### src/rtl/core/joint_angle_cosine_macros.svh
// ----------------------------------------------------------------------------
// Joint angle cosine assertion macros
// Clocked, reset-qualified property wrappers shared by the RTL.
// ----------------------------------------------------------------------------
`ifndef JOINT_ANGLE_COSINE_MACROS_SVH
`define JOINT_ANGLE_COSINE_MACROS_SVH

// same-cycle implication
`define JAC_ASSERT_IMPL(lbl, ante, cons, msg) \
    lbl: assert property (@(posedge i_clk) disable iff (!i_rst_n) (ante) |-> (cons)) \
        else $error(msg);

// next-cycle implication
`define JAC_ASSERT_NEXT(lbl, ante, cons, msg) \
    lbl: assert property (@(posedge i_clk) disable iff (!i_rst_n) (ante) |=> (cons)) \
        else $error(msg);

`endif

### src/rtl/core/jac_pkg.sv
// ----------------------------------------------------------------------------
// Joint angle cosine package
// Widths, beat types and stage structs shared by the pipeline.
// ----------------------------------------------------------------------------
package jac_pkg;

    localparam int COORD_BITS = 16;
    localparam int FRAC_BITS  = 14;
    localparam int COS_BITS   = FRAC_BITS + 2;
    localparam int DIFF_W     = COORD_BITS + 1;
    localparam int SQ_W       = 2 * DIFF_W;
    localparam int DOT_W      = SQ_W + 2;
    localparam int RW         = DIFF_W;
    localparam int REM_W      = RW + 3;

    typedef struct packed {
        logic signed [COORD_BITS-1:0] end1_x;
        logic signed [COORD_BITS-1:0] end1_y;
        logic signed [COORD_BITS-1:0] end1_z;
        logic signed [COORD_BITS-1:0] vertex_x;
        logic signed [COORD_BITS-1:0] vertex_y;
        logic signed [COORD_BITS-1:0] vertex_z;
        logic signed [COORD_BITS-1:0] end2_x;
        logic signed [COORD_BITS-1:0] end2_y;
        logic signed [COORD_BITS-1:0] end2_z;
    } t_in_beat;

    typedef struct packed {
        logic signed [COS_BITS-1:0] cosine_q14;
        logic                       degenerate;
    } t_out_beat;

    typedef struct packed {
        logic            vld;
        logic [SQ_W-1:0] sa;
        logic [SQ_W-1:0] sb;
        logic [SQ_W-1:0] mag;
        logic            neg;
        logic            degen;
    } t_root_in;

    typedef struct packed {
        logic            vld;
        logic [RW-1:0]   la;
        logic [RW-1:0]   lb;
        logic [SQ_W-1:0] mag;
        logic            neg;
        logic            degen;
    } t_root_out;

    typedef struct packed {
        logic            vld;
        logic [SQ_W-1:0] den;
        logic [SQ_W-1:0] mag;
        logic            neg;
        logic            degen;
    } t_div_in;

    typedef struct packed {
        logic                 vld;
        logic [FRAC_BITS-1:0] q;
        logic                 neg;
        logic                 degen;
        logic                 sat;
    } t_div_out;

endpackage

### src/rtl/core/jac_root_pipe.sv
// ----------------------------------------------------------------------------
// Joint angle cosine root pipeline
// Two-lane digit-by-digit integer square root, one root bit per stage.
// ----------------------------------------------------------------------------
module jac_root_pipe import jac_pkg::*; (
    input  logic      i_clk,
    input  logic      i_rst_n,
    input  logic      i_adv,
    input  t_root_in  i_in,
    output t_root_out o_out
);

    logic [SQ_W-1:0]  r_rad [0:RW-1][0:1];
    logic [REM_W-1:0] r_rem [0:RW-1][0:1];
    logic [RW-1:0]    r_q   [0:RW-1][0:1];
    logic             r_vld [0:RW-1];
    logic [SQ_W-1:0]  r_mag [0:RW-1];
    logic             r_neg [0:RW-1];
    logic             r_dgn [0:RW-1];

    for (genvar k = 0; k < RW; k++) begin : g_stage
        logic [SQ_W-1:0]  c_rad [0:1];
        logic [REM_W-1:0] c_rem [0:1];
        logic [RW-1:0]    c_q   [0:1];
        logic             c_vld;
        logic [SQ_W-1:0]  c_mag;
        logic             c_neg;
        logic             c_dgn;

        if (k == 0) begin : g_head
            always_comb begin
                c_rad[0] = i_in.sa;
                c_rad[1] = i_in.sb;
                c_rem[0] = '0;
                c_rem[1] = '0;
                c_q[0]   = '0;
                c_q[1]   = '0;
                c_vld    = i_in.vld;
                c_mag    = i_in.mag;
                c_neg    = i_in.neg;
                c_dgn    = i_in.degen;
            end
        end else begin : g_body
            always_comb begin
                c_rad = r_rad[k-1];
                c_rem = r_rem[k-1];
                c_q   = r_q[k-1];
                c_vld = r_vld[k-1];
                c_mag = r_mag[k-1];
                c_neg = r_neg[k-1];
                c_dgn = r_dgn[k-1];
            end
        end

        for (genvar l = 0; l < 2; l++) begin : g_lane
            logic [REM_W-1:0] n_sh;
            logic [REM_W-1:0] n_trial;
            always_comb begin
                // bring down the next two radicand bits
                n_sh    = {c_rem[l][REM_W-3:0], c_rad[l][SQ_W-1-2*k -: 2]};
                n_trial = REM_W'({c_q[l], 2'b01});
            end
            always_ff @(posedge i_clk) begin
                if (i_adv) begin
                    r_rad[k][l] <= c_rad[l];
                    if (n_sh >= n_trial) begin
                        r_rem[k][l] <= n_sh - n_trial;
                        r_q[k][l]   <= {c_q[l][RW-2:0], 1'b1};
                    end else begin
                        r_rem[k][l] <= n_sh;
                        r_q[k][l]   <= {c_q[l][RW-2:0], 1'b0};
                    end
                end
            end
        end

        always_ff @(posedge i_clk) begin
            if (!i_rst_n) begin
                r_vld[k] <= 1'b0;
            end else if (i_adv) begin
                r_vld[k] <= c_vld;
            end
        end

        always_ff @(posedge i_clk) begin
            if (i_adv) begin
                r_mag[k] <= c_mag;
                r_neg[k] <= c_neg;
                r_dgn[k] <= c_dgn;
            end
        end
    end

    always_comb begin
        o_out.vld   = r_vld[RW-1];
        o_out.la    = r_q[RW-1][0];
        o_out.lb    = r_q[RW-1][1];
        o_out.mag   = r_mag[RW-1];
        o_out.neg   = r_neg[RW-1];
        o_out.degen = r_dgn[RW-1];
    end

endmodule

### config.mk
export PLATFORM = sky130hd
export DESIGN_NAME = jac_root_pipe
export DESIGN_NICKNAME = d
export VERILOG_FILES = /design/src/rtl/core/joint_angle_cosine_macros.svh /design/src/rtl/core/jac_pkg.sv /design/src/rtl/core/jac_root_pipe.sv
export SDC_FILE = /design/constraint.sdc
export NUM_CORES = 2
export LEC_CHECK = 0
export ABC_AREA = 1
export BUFFER_PORTS_ARGS = -buffer_cell sky130_fd_sc_hd__buf_4
export CAP_MARGIN = 10
export CORE_UTILIZATION = 40
export CTS_CLUSTER_DIAMETER = 150
export CTS_CLUSTER_SIZE = 28
export DETAILED_ROUTE_END_ITERATION = 12
export GPL_TIMING_DRIVEN = 0
export SLEW_MARGIN = 20
export SYNTH_ARGS = -nofsm -noshare
export SYNTH_HDL_FRONTEND = slang
export SYNTH_SLANG_ARGS = --single-unit
### constraint.sdc
create_clock -name i_clk -period 2.4 [get_ports i_clk]
set_input_delay 0.48 -clock i_clk [delete_from_list [all_inputs] [get_ports i_clk]]
set_output_delay 0.48 -clock i_clk [all_outputs]
set_load 0.01 [all_outputs]
==> results.md <==
* Most common cell after layout, fill and taps aside: nand2_1
* Clk buf depth at 3
* Post-synthesis sequential area ratio at 0.659
* Max Clk Rate at 431 MHz
* Synth area leaders: edfxtp_1, nand2_1, inv_1
* DR pass1 iterations at 6
* Ports at 179
* Final setup violation count at 0
* Highest Signal Layer: met5
* Worst Path Required at 3010 ps
* DR vias at 56500
* Initial Util at 0.403
* Placed cells at 11500
* Worst Skew at 62.5 ps
* Area growth from synthesis to layout at 11.4%
* Die X at 481 um
* Number of antenna violations at the first check in global routing at 4
* Slowest library cell on the worst path: edfxtp_1
* Critical path arrival at 2930 ps
* Routed wl met3 at 5840 um
* Post-route minimum period at 2320 ps
* Vias in the first global route at 55000
* Post-synth ARST share at 0
* Mapped Area at 91800 um2
* Critical path class: flop to flop
* CTS tree: yes
* Die Ht at 481 um
* Distinct cells, synth at 59
* CTS root buf: clkbuf_16
* Cts bufs inserted at 83
* First-pass GRT wire length at 293000 um
* Metal-1 WL at 86300 um
* Worst setup SP type: flop
* Final GP Congestion at a little under 0.9
* CP bufs+invs at 1
* Worst-path clk slew at 110 ps
* Mapped Avg Cell Area at 11.0 um2
* Fin. Hold Viols at 0
* Slowest Stage Delay on Critical Path at 430 ps
* Period utilization at 0.966
* Fill cells at approximately 21000
* Max Cap Viol at 0
* RSZ-0062 raised after global routing: yes
* Cell Count, Final, Fillers Out at approximately 12000
* Drt total wl at between 150000 and 200000 um
* Layout Nets at about 9200
* Pins over their slew limit at 0
* Congestion Overflow GR at 0
* Post-synth top flop: edfxtp_1
* Clk sinks at 2015
* Pwr Density at 715 nW/um2
* Core ar. at 228000 um2
* Via density at 4.79
* Peak supply drop at roughly 0.6 mV
* # H-tree levels at 3
* Skew-Pair Late Insertion Delay at 790 ps
* Worst Hold Class: input port to flop
* Placement Rows at approximately 180
* Post-DP HPWL at 139000 um
* Iter 0 DRT Violations at 3472
* Largest fanout on the critical path at 10
* Drt drc at 0
* Yosys top cell by area: edfxtp_1
* DR WL/cell at 16.0 um
* CP delay by family, top: simple AND/OR/NAND/NOR gates
* Die ar. at 231000 um2
* Layout cells sized above 1 at 0.0883
* Tot GR Track Use at 0.160
* Metal2 WL at between 90000 and 100000 um
* Diodes inserted at 0
* Pleak at 0.0420 uW
* Most frequent cells in the layout: nand2_1, edfxtp_1, inv_1, nor2_1, nand3_1
* Area share of the largest cell type after synthesis at 0.658
* Post-layout util at 0.449
* Post-synth net total at approximately 8800
* EDFF count, synth at 2013
* CP Cell Sequence: ha_1 -> nand2_1 -> nor2_1 -> nand2_1 -> nand2_2 -> nand3_2 -> nand2_4 -> buf_6 -> nor2_1 -> a21oi_1
* Worst-margin pin slew at 871 ps
* Status: complete, no violations
* Yosys reg bits at 2015
* Mapped Cells at 8314
* Largest net degree at the start of global routing at 146
* Worst Setup End Kind: flop
* PortBufs at 178
* Remaining antenna violation count at 0
* Synth Warn # at 0
* Max_slew headroom at 0.419
==> worst paths after layout <==
path,start,to,slack (ps),cells past startpoint
hold / removal,i_adv,r_rad[0][50]$_DFFE_PP_,110,1
setup / recovery,r_rem[13][23]$_DFFE_PP_,r_rem[14][22]$_DFFE_PP_,80,10
setup reg to reg,r_rem[13][23]$_DFFE_PP_,r_rem[14][22]$_DFFE_PP_,80,10
hold reg to reg,r_rad[3][9]$_DFFE_PP_,r_rad[4][9]$_DFFE_PP_,380,0
==> layout make-up <==
class | instances | area, um2 | area share
buffer | 95 | 811 | 0.00793
clock buffer | 98 | 2140 | 0.0210
clock inverter | 11 | 270 | 0.00264
inverter | 1263 | 4760 | 0.0466
multi-input combinational | 4941 | 26600 | 0.260
sequential | 2015 | 60500 | 0.592
tap | 3009 | 3760 | 0.0368
timing repair buffer | 356 | 3410 | 0.0333
==> sequential cells by signal, summed over array words and instances, names as in the netlist <==
register,count
r_mag,578
r_neg,17
r_rem,536
r_q,306
r_rad,544
r_dgn,17
r_vld,17
==> timing repair <==
item                       in CTS  in global routing
hold buffers                  106                  0
hold endpoints to repair      106                  0
buffers inserted                5                 45
setup endpoints to repair    1609                512
gates cloned                    8                  2
pin swaps                       3                  6
resized for setup              64                135
==> per-layer routing <==
layer / vias up / track usage
met1: 26800 / 0.210
met4: 6 / 0.0489
met5: - / 0
met3: 231 / 0.0173
met2: 804 / 0.276
li1: 28700 / -
==> synth_stat cells (41+ instances only) <==
cell type  instances
o21ai_0          180
nor2_1           654
ha_1             344
nand2_1         2094
nand3_1          502
nand4_1          122
nor3_1            85
edfxtp_1        2013
inv_1           1231
o21ai_1           86
a21oi_1          304
xnor2_1          107
xor2_1           127
nand3b_1          64
o21ai_2           41
==> kinds of logic after synthesis <==
kind of cell / count (synthesis) / synth area share
and+or+nand+nor: 3687 / 0.172
DFF: 2015 / 0.659
buffers and inverters: 1358 / 0.0592
AOI/OAI and AO/OA: 675 / 0.0407
adders and majority gates: 344 / 0.0469
xor gates and xnor gates: 234 / 0.0223
muxes: 1 / 0.000109
==> per-stage QoR <==
stage                     setup TNS, ps  cell area (um2)  hold slack (ps)  power [uW]  worst slack [ps]
final                                 0           102000              110       73100              82.4
after global routing              -51.5           102000             61.4       77100             -25.4
after CTS                         -11.1           101000             20.3       73800             -11.1
after detailed placement       -2811140            97300              405       56300             -2320
after global placement                -            96900              400       56500            -11490
after floorplan                       0            91800              400       52300              48.0
==> power breakdown <==
part           switching (uW)  total, uW  internal (uW)
Sequential               1620      44000          42300
Combinational            7710      12100           4360
Clock                   10500      17100           6580
Note: power is estimated with default switching activity, not from simulation.
