**config.mk**
```make
export PLATFORM = sky130hd
export DESIGN_NAME = jac_div_pipe
export DESIGN_NICKNAME = d
export VERILOG_FILES = /design/src/rtl/core/joint_angle_cosine_macros.svh /design/src/rtl/core/jac_pkg.sv /design/src/rtl/core/jac_div_pipe.sv
export SDC_FILE = /design/constraint.sdc
export NUM_CORES = 2
export LEC_CHECK = 0
export BUFFER_PORTS_ARGS = -buffer_cell sky130_fd_sc_hd__buf_2
export CAP_MARGIN = 0
export CORE_MARGIN = 10
export CORE_UTILIZATION = 58
export CTS_BUF_LIST = sky130_fd_sc_hd__clkbuf_16
export DETAILED_ROUTE_END_ITERATION = 8
export PLACE_DENSITY = 0.84
export SETUP_SLACK_MARGIN = 0.3
export SYNTH_ARGS = -nofsm -noshare
export SYNTH_HDL_FRONTEND = slang
export SYNTH_SLANG_ARGS = --single-unit
```
**constraint.sdc**
```tcl
create_clock -name i_clk -period 3.39 [get_ports i_clk]
set_input_delay 0.678 -clock i_clk [delete_from_list [all_inputs] [get_ports i_clk]]
set_output_delay 0.678 -clock i_clk [all_outputs]
set_load 0.03 [all_outputs]
```
**src/rtl/core/joint_angle_cosine_macros.svh**
```systemverilog
// ----------------------------------------------------------------------------
// Joint angle cosine assertion macros
// Clocked, reset-qualified property wrappers shared by the RTL.
// ----------------------------------------------------------------------------
`ifndef JOINT_ANGLE_COSINE_MACROS_SVH
`define JOINT_ANGLE_COSINE_MACROS_SVH

// same-cycle implication
`define JAC_ASSERT_IMPL(lbl, ante, cons, msg) \
    lbl: assert property (@(posedge i_clk) disable iff (!i_rst_n) (ante) |-> (cons)) \
        else $error(msg);

// next-cycle implication
`define JAC_ASSERT_NEXT(lbl, ante, cons, msg) \
    lbl: assert property (@(posedge i_clk) disable iff (!i_rst_n) (ante) |=> (cons)) \
        else $error(msg);

`endif

```
**src/rtl/core/jac_pkg.sv**
```systemverilog
// ----------------------------------------------------------------------------
// Joint angle cosine package
// Widths, beat types and stage structs shared by the pipeline.
// ----------------------------------------------------------------------------
package jac_pkg;

    localparam int COORD_BITS = 16;
    localparam int FRAC_BITS  = 14;
    localparam int COS_BITS   = FRAC_BITS + 2;
    localparam int DIFF_W     = COORD_BITS + 1;
    localparam int SQ_W       = 2 * DIFF_W;
    localparam int DOT_W      = SQ_W + 2;
    localparam int RW         = DIFF_W;
    localparam int REM_W      = RW + 3;

    typedef struct packed {
        logic signed [COORD_BITS-1:0] end1_x;
        logic signed [COORD_BITS-1:0] end1_y;
        logic signed [COORD_BITS-1:0] end1_z;
        logic signed [COORD_BITS-1:0] vertex_x;
        logic signed [COORD_BITS-1:0] vertex_y;
        logic signed [COORD_BITS-1:0] vertex_z;
        logic signed [COORD_BITS-1:0] end2_x;
        logic signed [COORD_BITS-1:0] end2_y;
        logic signed [COORD_BITS-1:0] end2_z;
    } t_in_beat;

    typedef struct packed {
        logic signed [COS_BITS-1:0] cosine_q14;
        logic                       degenerate;
    } t_out_beat;

    typedef struct packed {
        logic            vld;
        logic [SQ_W-1:0] sa;
        logic [SQ_W-1:0] sb;
        logic [SQ_W-1:0] mag;
        logic            neg;
        logic            degen;
    } t_root_in;

    typedef struct packed {
        logic            vld;
        logic [RW-1:0]   la;
        logic [RW-1:0]   lb;
        logic [SQ_W-1:0] mag;
        logic            neg;
        logic            degen;
    } t_root_out;

    typedef struct packed {
        logic            vld;
        logic [SQ_W-1:0] den;
        logic [SQ_W-1:0] mag;
        logic            neg;
        logic            degen;
    } t_div_in;

    typedef struct packed {
        logic                 vld;
        logic [FRAC_BITS-1:0] q;
        logic                 neg;
        logic                 degen;
        logic                 sat;
    } t_div_out;

endpackage

```
**src/rtl/core/jac_div_pipe.sv**
```systemverilog
// ----------------------------------------------------------------------------
// Joint angle cosine divider pipeline
// Restoring fraction division, one quotient bit per stage.
// ----------------------------------------------------------------------------
module jac_div_pipe import jac_pkg::*; (
    input  logic     i_clk,
    input  logic     i_rst_n,
    input  logic     i_adv,
    input  t_div_in  i_in,
    output t_div_out o_out
);

    logic [SQ_W-1:0]      r_rem [0:FRAC_BITS-1];
    logic [SQ_W-1:0]      r_den [0:FRAC_BITS-1];
    logic [FRAC_BITS-1:0] r_q   [0:FRAC_BITS-1];
    logic                 r_vld [0:FRAC_BITS-1];
    logic                 r_neg [0:FRAC_BITS-1];
    logic                 r_dgn [0:FRAC_BITS-1];
    logic                 r_sat [0:FRAC_BITS-1];

    for (genvar k = 0; k < FRAC_BITS; k++) begin : g_stage
        logic [SQ_W-1:0]      c_rem;
        logic [SQ_W-1:0]      c_den;
        logic [FRAC_BITS-1:0] c_q;
        logic                 c_vld;
        logic                 c_neg;
        logic                 c_dgn;
        logic                 c_sat;
        logic [SQ_W:0]        n_sh;
        logic [SQ_W:0]        n_diff;

        if (k == 0) begin : g_head
            always_comb begin
                c_rem = i_in.mag;
                c_den = i_in.den;
                c_q   = '0;
                c_vld = i_in.vld;
                c_neg = i_in.neg;
                c_dgn = i_in.degen;
                c_sat = (i_in.mag >= i_in.den);
            end
        end else begin : g_body
            always_comb begin
                c_rem = r_rem[k-1];
                c_den = r_den[k-1];
                c_q   = r_q[k-1];
                c_vld = r_vld[k-1];
                c_neg = r_neg[k-1];
                c_dgn = r_dgn[k-1];
                c_sat = r_sat[k-1];
            end
        end

        always_comb begin
            n_sh   = {c_rem, 1'b0};
            n_diff = n_sh - {1'b0, c_den};
        end

        always_ff @(posedge i_clk) begin
            if (!i_rst_n) begin
                r_vld[k] <= 1'b0;
            end else if (i_adv) begin
                r_vld[k] <= c_vld;
            end
        end

        always_ff @(posedge i_clk) begin
            if (i_adv) begin
                r_den[k] <= c_den;
                r_neg[k] <= c_neg;
                r_dgn[k] <= c_dgn;
                r_sat[k] <= c_sat;
                if (n_sh >= {1'b0, c_den}) begin
                    r_rem[k] <= n_diff[SQ_W-1:0];
                    r_q[k]   <= {c_q[FRAC_BITS-2:0], 1'b1};
                end else begin
                    r_rem[k] <= n_sh[SQ_W-1:0];
                    r_q[k]   <= {c_q[FRAC_BITS-2:0], 1'b0};
                end
            end
        end
    end

    always_comb begin
        o_out.vld   = r_vld[FRAC_BITS-1];
        o_out.q     = r_q[FRAC_BITS-1];
        o_out.neg   = r_neg[FRAC_BITS-1];
        o_out.degen = r_dgn[FRAC_BITS-1];
        o_out.sat   = r_sat[FRAC_BITS-1];
    end

endmodule

```
==> impl_metrics.env <==
export IMPL_yosys_warnings=0
export IMPL_fin_nets=7438
export IMPL_clock_latency_ps=710
export IMPL_power_density_nw_per_um2=895
export IMPL_rsz0062_at_grt="true"
export IMPL_maxCapViolCount=0
export IMPL_path_class="reg2reg"
export IMPL_synth_distinct_cells=98
export IMPL_ys_ff_latch=1045
export IMPL_final_area_um2=81000
export IMPL_drive_gt1_share_pct=29.6
export IMPL_antenna_found_initial=2
export IMPL_p_leak_nw=34.9
export IMPL_ant_nets=0
export IMPL_power_w=0.0725
export IMPL_avgViaCountPerCell=5.95
export IMPL_max_slew_worst_pin_slew_ps=808
export IMPL_holdWs_ps=156
export IMPL_syn_inst=5743
export IMPL_finalNonFillerCells=8337
export IMPL_grtUsageTotal_pct=26.4
export IMPL_dieHeight_um=349
export IMPL_diodes=0
export IMPL_violations="negative setup slack"
export IMPL_holdCritPathClass="in2reg"
export IMPL_grt_max_degree=153
export IMPL_dieWidth_um=349
export IMPL_setup_violations=157
export IMPL_clk_pin_slew_worst_paths_ps=60
export IMPL_syn_cell_area_um2=62800
export IMPL_cpMostUsedCell="a21oi_4"
export IMPL_yosysSeqAreaShare_pct=49.9
export IMPL_arrival_ps=4050
export IMPL_cts_tree="yes"
export IMPL_post_route_util_pct=75.5
export IMPL_status="finished with violations"
export IMPL_fp_coreArea_um2=107000
export IMPL_place_hpwl_um=115000
export IMPL_layout_common_cells="1042 x edfxtp_1, 865 x buf_4, 579 x inv_1, 449 x a21oi_1, 445 x ha_1"
export IMPL_cts_sinks=1045
export IMPL_rows=120
export IMPL_postPlaceCellArea_um2=70900
export IMPL_ir_drop_mv=0.535
export IMPL_synth_area_per_cell_um2=10.9
export IMPL_dr_pass1_iters=8
export IMPL_htreeDepth=3
export IMPL_ys_flop_type="edfxtp_1"
export IMPL_slew_violations=0
export IMPL_hold_buffers=0
export IMPL_wl_um=179000
export IMPL_first_iter_violations=3885
export IMPL_fin_crit_ps=3620
export IMPL_crit_slowest_cell="a221o_1"
export IMPL_io_pins=92
export IMPL_grt_pass1_wl_um=257000
export IMPL_fin_skew_ps=36.6
export IMPL_start_util_pct=58.6
export IMPL_mostFrequentLayoutCell="edfxtp_1"
export IMPL_crit_path_end_kind="flop"
export IMPL_crit_required_ps=3820
export IMPL_crit_chain="inv_1 > ha_4 > a21oi_4 > nor3b_4 > a21oi_2 > a221o_1 > a31oi_4 > a21oi_4 > a211oi_4 > o21ai_4 > buf_6 > buf_12 > mux2_2"
export IMPL_gr_total_overflow=0
export IMPL_crit_path_start_kind="flop"
export IMPL_clock_path_buffers=3
export IMPL_path_max_fanout=8
export IMPL_async_reset_ff_share_pct=0
export IMPL_worst_slack_ps=-232
export IMPL_hold_viol_final=0
export IMPL_critPathMaxStageDelay_ps=410
export IMPL_synth_edf_count=1042
export IMPL_globalplace_congestion=1.01
export IMPL_synth_fp_nets=6339
export IMPL_grt_pass1_vias=50400
export IMPL_area_growth_pct=29.0
export IMPL_place_inst=7870
export IMPL_io_buffers=91
export IMPL_die_area_um2=122000
export IMPL_drc=0
export IMPL_numCtsBuffers=109
export IMPL_relSlewSlack_pct=46.1
export IMPL_root_buffer="clkbuf_16"
export IMPL_vias=49600
export IMPL_max_freq_mhz=276
export IMPL_wl_per_cell_um=21.5
export IMPL_period_share_pct=107
-- worst paths after layout --
path	startpoint	end	slack (ps)	depth (start not counted)
max	r_den[1][4]$_DFFE_PP_	r_rem[1][60]$_DFFE_PP_	-230	13
min	i_in[1]	r_neg[0][0]$_DFFE_PP_	160	1
max reg2reg	r_den[1][4]$_DFFE_PP_	r_rem[1][60]$_DFFE_PP_	-230	13
min reg2reg	r_sat[1][4]$_DFFE_PP_	r_sat[1][5]$_DFFE_PP_	410	0
-- synthesized netlist by cell type (15+ instances only) --
cell type,instances,share of area (%)
nand4_1,77,0.77
ha_1,509,10
a21oi_1,546,4.4
o21bai_1,61,0.73
buf_2,27,0.22
o21ai_1,16,0.13
o211ai_1,22,0.26
mux2i_1,15,0.24
nor4_1,18,0.18
mux2_2,182,3.3
or3_1,25,0.25
mux2_4,19,0.45
o21a_1,64,0.77
nand3_1,86,0.69
and3_1,58,0.58
nor2b_1,85,0.85
a21o_1,222,2.7
or2_2,19,0.19
o31ai_1,39,0.47
nor3_1,57,0.45
o31a_1,18,0.25
nand2_1,342,2.0
xor2_1,124,1.7
edfxtp_1,1042,50
a31oi_1,48,0.48
xnor2_1,233,3.3
nand2b_1,74,0.74
clkbuf_1,101,0.60
o21ai_0,275,2.2
nor2_1,376,2.2
and2_1,40,0.40
a21boi_0,18,0.22
inv_1,586,3.5
a211oi_1,41,0.49
-- logic make-up (layout without fill, tap and decap cells) --
logic type	count (synthesis)	count (layout)	share of synthesized area [%]
AOI/OAI and AO/OA	1543	1543	15.7
xor gates and xnor gates	357	357	4.98
adders and majority gates	522	522	10.6
buffers and inverters	743	1934	4.67
DFF	1045	1045	49.9
muxes	219	219	4.01
and+or+nand+nor	1314	1314	10.1
-- layout make-up --
cell class	count	area [um2]
clock inverters	92	766
repair buffers	1144	10000
well taps	1403	1760
clock buffers	111	2780
flip-flops and latches	1045	31400
fillers	6519	26200
inverters	587	2220
multi-input cells	3955	32100
-- metal layers --
layer  track usage [%]  up-vias  wire (um)
met5                 0        -          0
met4              19.6        0      17400
met3              3.00      832       7530
met2              52.4     1908      96400
met1              24.2    23600      57700
li1                  -    23300          -
-- metrics by stage --
stage / worst slack (ps) / TNS, ps
2_1_floorplan: 255 / 0
3_3_place_gp: -309 / -19460
3_5_place_dp: -374 / -43750
4_1_cts: -52.0 / -1310
5_1_grt: -250 / -27090
6_report: -232 / -12200
-- repair_timing --
item / CTS / global route
setup buffers: 142 / 84
endpoints found under the hold margin: 0 / 0
cloned: 21 / 17
pin swaps: 192 / 191
gates resized for setup: 482 / 421
endpoints found under the setup margin: 420 / 433
-- where the power goes --
part           switching [W]  internal, W  total (W)
logic                 0.0200       0.0198     0.0398
clock network        0.00510      0.00683     0.0119
registers            0.00198       0.0187     0.0207
-- critical path: cells and delay by family, from the launching register on --
family | cells | cell delay, ps
AO/OA/AOI/OAI | 7 | 1650
adder cells (fa/ha/maj) | 1 | 220
buffers and inverters | 3 | 420
flip-flops | 1 | 400
multiplexers | 1 | 280
AND/OR/NAND/NOR | 1 | 350
-- registers in the layout, indices dropped and copies added (netlist names) --
| name | cells |
|---|---|
| r_neg | 14 |
| r_vld | 14 |
| r_sat | 14 |
| r_rem | 442 |
| r_dgn | 14 |
| r_q | 105 |
| r_den | 442 |
(Power assumes the default switching activity.)
